$ cat config.mk
export PLATFORM = sky130hd
export DESIGN_NAME = acfj_fifo
export DESIGN_NICKNAME = d
export VERILOG_FILES = /design/src/hw/rtl/acfj_fifo.sv
export SDC_FILE = /design/constraint.sdc
export NUM_CORES = 1
export LEC_CHECK = 0
export BUFFER_PORTS_ARGS = -buffer_cell sky130_fd_sc_hd__buf_2
export CAP_MARGIN = 20
export CELL_PAD_IN_SITES_DETAIL_PLACEMENT = 1
export CELL_PAD_IN_SITES_GLOBAL_PLACEMENT = 2
export CORE_MARGIN = 2
export CORE_UTILIZATION = 34
export CTS_CLUSTER_DIAMETER = 120
export DETAILED_ROUTE_END_ITERATION = 6
export PLACE_DENSITY = 0.63
export SLEW_MARGIN = 20
export SYNTH_ARGS = -nofsm -noshare
export SYNTH_HDL_FRONTEND = slang
export SYNTH_SLANG_ARGS = --single-unit
$ cat constraint.sdc
create_clock -name clk -period 3 [get_ports clk]
set_input_delay 0.45 -clock clk [delete_from_list [all_inputs] [get_ports clk]]
set_output_delay 0.45 -clock clk [all_outputs]
set_load 0.01 [all_outputs]
$ cat src/hw/rtl/acfj_fifo.sv
`timescale 1ns / 1ps
// ----------------------------------------------------------------------------
// acfj_fifo
// Small register queue, one write and one read per cycle.
// ----------------------------------------------------------------------------
module acfj_fifo #(
	parameter int WIDTH = 8,
	parameter int DEPTH = 8
) (
	input  logic                           clk,
	input  logic                           arst_n,
	input  logic                           push,
	input  logic [WIDTH-1:0]               wdata,
	input  logic                           pop,
	output logic [WIDTH-1:0]               rdata,
	output logic [$clog2(DEPTH+1)-1:0]     count
);
	localparam int PTW = (DEPTH > 1) ? $clog2(DEPTH) : 1;
	localparam int CTW = $clog2(DEPTH + 1);

	logic [WIDTH-1:0] mem_q [DEPTH];
	logic [PTW-1:0]   wr_ptr_q;
	logic [PTW-1:0]   rd_ptr_q;
	logic [CTW-1:0]   count_q;

	always_ff @(posedge clk) begin
		if (push) begin
			mem_q[wr_ptr_q] <= wdata;
		end
	end

	always_ff @(posedge clk or negedge arst_n) begin
		if (!arst_n) begin
			wr_ptr_q <= '0;
			rd_ptr_q <= '0;
			count_q  <= '0;
		end else begin
			if (push) begin
				wr_ptr_q <= (wr_ptr_q == PTW'(DEPTH - 1)) ? '0 : wr_ptr_q + 1'b1;
			end
			if (pop) begin
				rd_ptr_q <= (rd_ptr_q == PTW'(DEPTH - 1)) ? '0 : rd_ptr_q + 1'b1;
			end
			if (push && !pop) begin
				count_q <= count_q + 1'b1;
			end else if (pop && !push) begin
				count_q <= count_q - 1'b1;
			end
		end
	end

	assign rdata = mem_q[rd_ptr_q];
	assign count = count_q;

	a_no_overflow: assert property (@(posedge clk) disable iff (!arst_n)
		push |-> count_q != CTW'(DEPTH))
		else $error("push into full queue");
	a_no_underflow: assert property (@(posedge clk) disable iff (!arst_n)
		pop |-> count_q != '0)
		else $error("pop from empty queue");
endmodule

==> metrics.cfg, run 1 <==
[run_status]
status = completed

[placed_design]
postPlaceCellArea_sq_um = 3370
gp_congestion = 0.722
portBuffers = 23
placed_cells = 290
hpwl_mm = 3.95

[logic_synthesis]
synth_compound_area_share_pct = 1.65
synthArstFlopShare_pct = 13.5
yosys_warnings = 0
synth_top_family_by_area = multiplexers
ys_top_cells_by_count = edfxtp_1 (64), dfrtp_1 (10)
synth-edff-count = 64
synth_adder_area_share_pct = 3.46
yosys.area.top_type = edfxtp_1
synthTopCellsByArea = edfxtp_1 (62%), dfrtp_1 (8.0%), mux4_1 (6.8%)
synthMostInstantiatedCell = edfxtp_1
ys_seq_area_share_pct = 69.8
synth-simple-area-share_pct = 3.94
synthMuxAreaShare_pct = 18.5
yosys.area_share.xor_xnor_pct = 0.563
synth-seq-cells = 74
syn_area_sq_um = 3110
syn_nets = 177
ys.flop_type = edfxtp_1
ys_types = 27
synth_top_area_share_pct = 61.8
synth_cells = 157
syn_area_per_cell_sq_um = 19.8

[sta]
fin_worst_skew_ns = 0.00701
hold_viol = 0
setup_viol = 0
slew_violations = 0
period_minus_slack_ns = 2.48
fmax_mhz = 403
worstMarginPinSlew_ns = 0.964
whs_ns = 0.379
slew_headroom_pct = 35.5
finalCritPeriodShare_pct = 82.8
finalSetupTns_ns = 0
rsz0062_at_grt = false

[global_route]
grt_pass1_wl_mm = 9.22
grt_overflow = 0
antenna_found_initial = 0
grt_pass1_vias = 1651
grt_max_degree = 20
track_usage_pct = 12.8

[final_layout]
final_layout_size_suffix_gt1_share_pct = 33.7
final_cells = 307
nets = 214
area.growth.synth_to_final_pct = 14.0
n_antenna_cell = 0
final_cell_area_sq_um = 3540

[worst_setup_path]
crit_buf_inv = 2
crit_type = register to primary output
worstPathCellList = buf_4, mux4_1, mux2_4, buf_2
cp_top_family = multiplexers
worstPathMaxFanout = 19
critPathCaptureType = primary output
worst_ep_required_time_ns = 2.55
cp_slowest_cell = mux4_1
cp-start-kind = register
cpPeakStageDelay_ns = 0.62
arrival_ns = 2.03

[cts]
cts_resized = 0
cts_inserted_buffers = 9
cts-root-buf = clkbuf_8
clock_path_buffers = 2
cts-htree-levels = 3
postCtsSetupRepairBufs = 0
clk_pin_slew_worst_paths_ns = 0.07
cts_tree = yes
clk-insertion-delay-late_ns = 0.33
clkSinkCount = 74

[detailed_routing]
first_pass_iters = 4
wirelength_mm = 5.98
viasPerCell = 4.99
drtIter0Drc = 48
avgRoutedWirePerCell_um = 19.5
vias = 1531
drc = 0
ant_nets = 0

[floorplan]
chipHeight_um = 99.6
start_util_pct = 35.3
die_area_sq_um = 9930
core-area_sq_um = 8810
die_x_um = 99.6
ioPinCount = 24
rows = 34

[power_and_ir_drop]
power.total_uw = 3240
cellLeakagePower_uw = 0.00128
power_density_nw_per_um2 = 913
peakVddDrop_mv = 0.291

[job]
cap_viol_max_count = 0

[hold_path]
hp-class = input port to register

## final timing paths
| path | start | cells past startpoint | end | slack [ns] |
|---|---|---|---|---|
| setup / recovery | rd_ptr_q[0] | 4 | rdata[1] | 0.52 |
| min in group asynchronous | arst_n | 2 | count[3] | 0.52 |
| setup reg to reg | wr_ptr_q[1] | 3 | mem_q[1][4] | 1.24 |
| hold / removal | pop | 2 | rd_ptr_q[1] | 0.38 |
| max in group asynchronous | arst_n | 2 | wr_ptr_q[0] | 2.27 |
| hold reg to reg | count[2] | 2 | count[2] | 0.53 |
## layout by cell type, fill, tap and decap left out
master,instances
clkinv_4,1
clkbuf_8,9
inv_1,4
o21ai_0,3
edfxtp_1,64
mux2i_1,1
xnor2_1,2
nand3b_1,3
buf_4,8
nand2_1,5
or4_1,1
mux4_2,8
o211ai_1,2
nor2_1,8
clkbuf_1,1
or3_1,1
dfrtp_1,10
clkinv_2,5
nand3_1,2
mux2_4,8
a2111o_1,1
a21oi_1,2
ha_1,7
dlygate4sd3_1,1
nand2b_1,2
buf_2,23
mux4_1,8
mux2_2,5
fa_1,1
nor3_1,3
## worst reg2reg max path, stage by stage, from the launching register on
cell,delay [ns]
dfrtp_1,0.44
inv_1,0.11
nand2_1,0.07
nor2_1,0.76
## where the power goes
part / internal, uW / switching [uW]
sequential: 1320 / 158
clock: 294 / 346
combinational: 604 / 516
total: 2220 / 1020
## metal layers
metal / vias to the layer above / global-route usage (%) / wire length, um
li1: 706 / - / -
met5: - / 0 / 0
met4: 0 / 5.37 / 95
met1: 793 / 16.2 / 2710
met3: 8 / 2.67 / 146
met2: 24 / 21.4 / 3020
## sequential cells by signal, summed over array words and instances (netlist names)
name	cells
count	4
mem_q	64
wr_ptr_q	3
rd_ptr_q	3
## final cells by class
class	instances	area (sq um)
fill	861	5260
timing repair buffer	32	185
inverter	4	15.0
multi-input combinational	73	876
clock buffer	10	128
sequential	74	2170
tap	108	135
clock inverter	6	33.8
## cell families after synthesis
kind of cell	after synthesis
buf+inv	10
flops	74
xor+xnor	2
mux	30
compound gates	8
fa+ha+maj	8
simple gates	25
## what timing repair did
action | in CTS | in global routing
hold buffers | 1 | 0
endpoints found under the setup margin | 0 | 0
endpoints found under the hold margin | 10 | 0
## through the flow
step	worst slack (ns)	util, %
finish	0.516	40.3
floorplan	1.06	-
CTS	0.471	40.3
detailed placement	0.661	38.3
global placement	0.871	38.3
global route	0.409	40.3
(Power assumes the default switching activity.)
==> run 2, diff against run 1 <==
- clock period: 3 -> 2.4 ns (I/O delays scaled with it)
==> metrics.cfg, run 2 (same netlist as run 1, synthesis figures left out) <==
[run_status]
status = completed

[global_route]
track_usage_pct = 13.1
grt_overflow = 0
grt_pass1_vias = 1806
antenna_found_initial = 0
grt_pass1_wl_mm = 9.52
grt_max_degree = 14

[sta]
period_minus_slack_ns = 2.31
slew_headroom_pct = 56.3
hold_viol = 0
rsz0062_at_grt = false
setup_viol = 0
slew_violations = 0
worstMarginPinSlew_ns = 0.655
fmax_mhz = 432
finalCritPeriodShare_pct = 96.4
fin_worst_skew_ns = 0.00879
finalSetupTns_ns = 0

[final_layout]
largest_reg_flops = 64
area.growth.synth_to_final_pct = 15.9
final_cell_mix = edfxtp_1 (64), buf_2 (23), buf_4 (12), dfrtp_1 (10), clkbuf_8 (9)
top_register = mem_q
n_antenna_cell = 0
mostFrequentLayoutCell = edfxtp_1
nets = 218
fin_util_pct = 40.9
final_layout_size_suffix_gt1_share_pct = 34.5

[placed_design]
gp_congestion = 0.698
hpwl_mm = 4.09
portBuffers = 23

[detailed_routing]
viasPerCell = 5.06
avgRoutedWirePerCell_um = 19.2
drtIter0Drc = 36
ant_nets = 0
drc = 0
vias = 1573
first_pass_iters = 4
wirelength_mm = 5.97

[cts]
clk_pin_slew_worst_paths_ns = 0.08
clkSinkCount = 74
cts-htree-levels = 3
cts_tree = yes
cts-root-buf = clkbuf_8
clk-insertion-delay-late_ns = 0.34
cts_resized = 0
cts_inserted_buffers = 9
clock_path_buffers = 2

[worst_setup_path]
critPathCaptureType = primary output
worstPathMaxFanout = 10
worst_ep_required_time_ns = 2.04
crit_type = register to primary output
cp-start-kind = register
arrival_ns = 1.95

[floorplan]
die_area_sq_um = 9930
ioPinCount = 24
chipHeight_um = 99.6
core-area_sq_um = 8810
die_x_um = 99.6
rows = 34
start_util_pct = 35.3

[power_and_ir_drop]
peakVddDrop_mv = 0.328
cellLeakagePower_uw = 0.00130
power_density_nw_per_um2 = 1170

[job]
cap_viol_max_count = 0

[hold_path]
hp-class = input port to register

## run 2: cell count changes in the layout (fill, tap and decap cells not counted), sizes merged
cell	previous run	this run
buf	31	35
clkinv	6	2
clkinvlp	0	3
bufinv	0	1
clkbuf	10	9
inv	4	5
## run 2: power breakdown
| part | internal, uW | switching, uW | leakage (uW) |
|---|---|---|---|
| sequential | 1640 | 173 | 0.000701 |
| clock | 476 | 448 | 0.0000869 |
| combinational | 786 | 676 | 0.000514 |
## run 2: cell type report
type / instances / area (sq um)
multi-input cells: 73 / 876
clock inverters: 7 / 68.8
repair buffers: 36 / 215
flip-flops and latches: 74 / 2170
clock buffers: 9 / 124
inverters: 4 / 15.0
fillers: 862 / 5200
well taps: 108 / 135
## run 2: repair_timing
action                                 in CTS  in global routing
endpoints found under the hold margin      10                  0
hold buffers                                1                  0
buffers inserted                            0                  0
## run 2: path summary, 6_finish.rpt
path / slack [ns] / depth (start not counted) / startpoint / to
max in group asynchronous: 1.79 / 2 / arst_n / wr_ptr_q[2]
max: 0.09 / 4 / rd_ptr_q[0] / rdata[5]
min: 0.28 / 1 / wdata[4] / mem_q[5][4]
min reg2reg: 0.55 / 2 / count[2] / count[2]
max reg2reg: 0.73 / 4 / count[2] / count[3]
min in group asynchronous: 0.42 / 2 / arst_n / rd_ptr_q[0]
## run 2: stage by stage
stage               cells  power, uW  cell area [sq um]  hold slack (ns)  setup WS [ns]
global placement      294       3240               3400            0.233          0.357
detailed placement    294       3350               3400            0.236          0.168
CTS                   311       4270               3610            0.267         0.0513
global route          311       4460               3610            0.288         0.0165
floorplan             157       2850               3110           0.0644          0.554
finish                311       4200               3610            0.282         0.0863
## run 2: critical path: stages (launching register included)
cell	delay, ns
dfrtp_1	0.36
buf_4	0.23
mux4_1	0.61
mux2_4	0.28
buf_2	0.14
## run 2: layer usage
layer / track usage [%] / routed length (um)
met5: 0 / 0
met4: 6.32 / 125
met3: 2.60 / 148
met2: 23.3 / 3150
met1: 15.2 / 2550
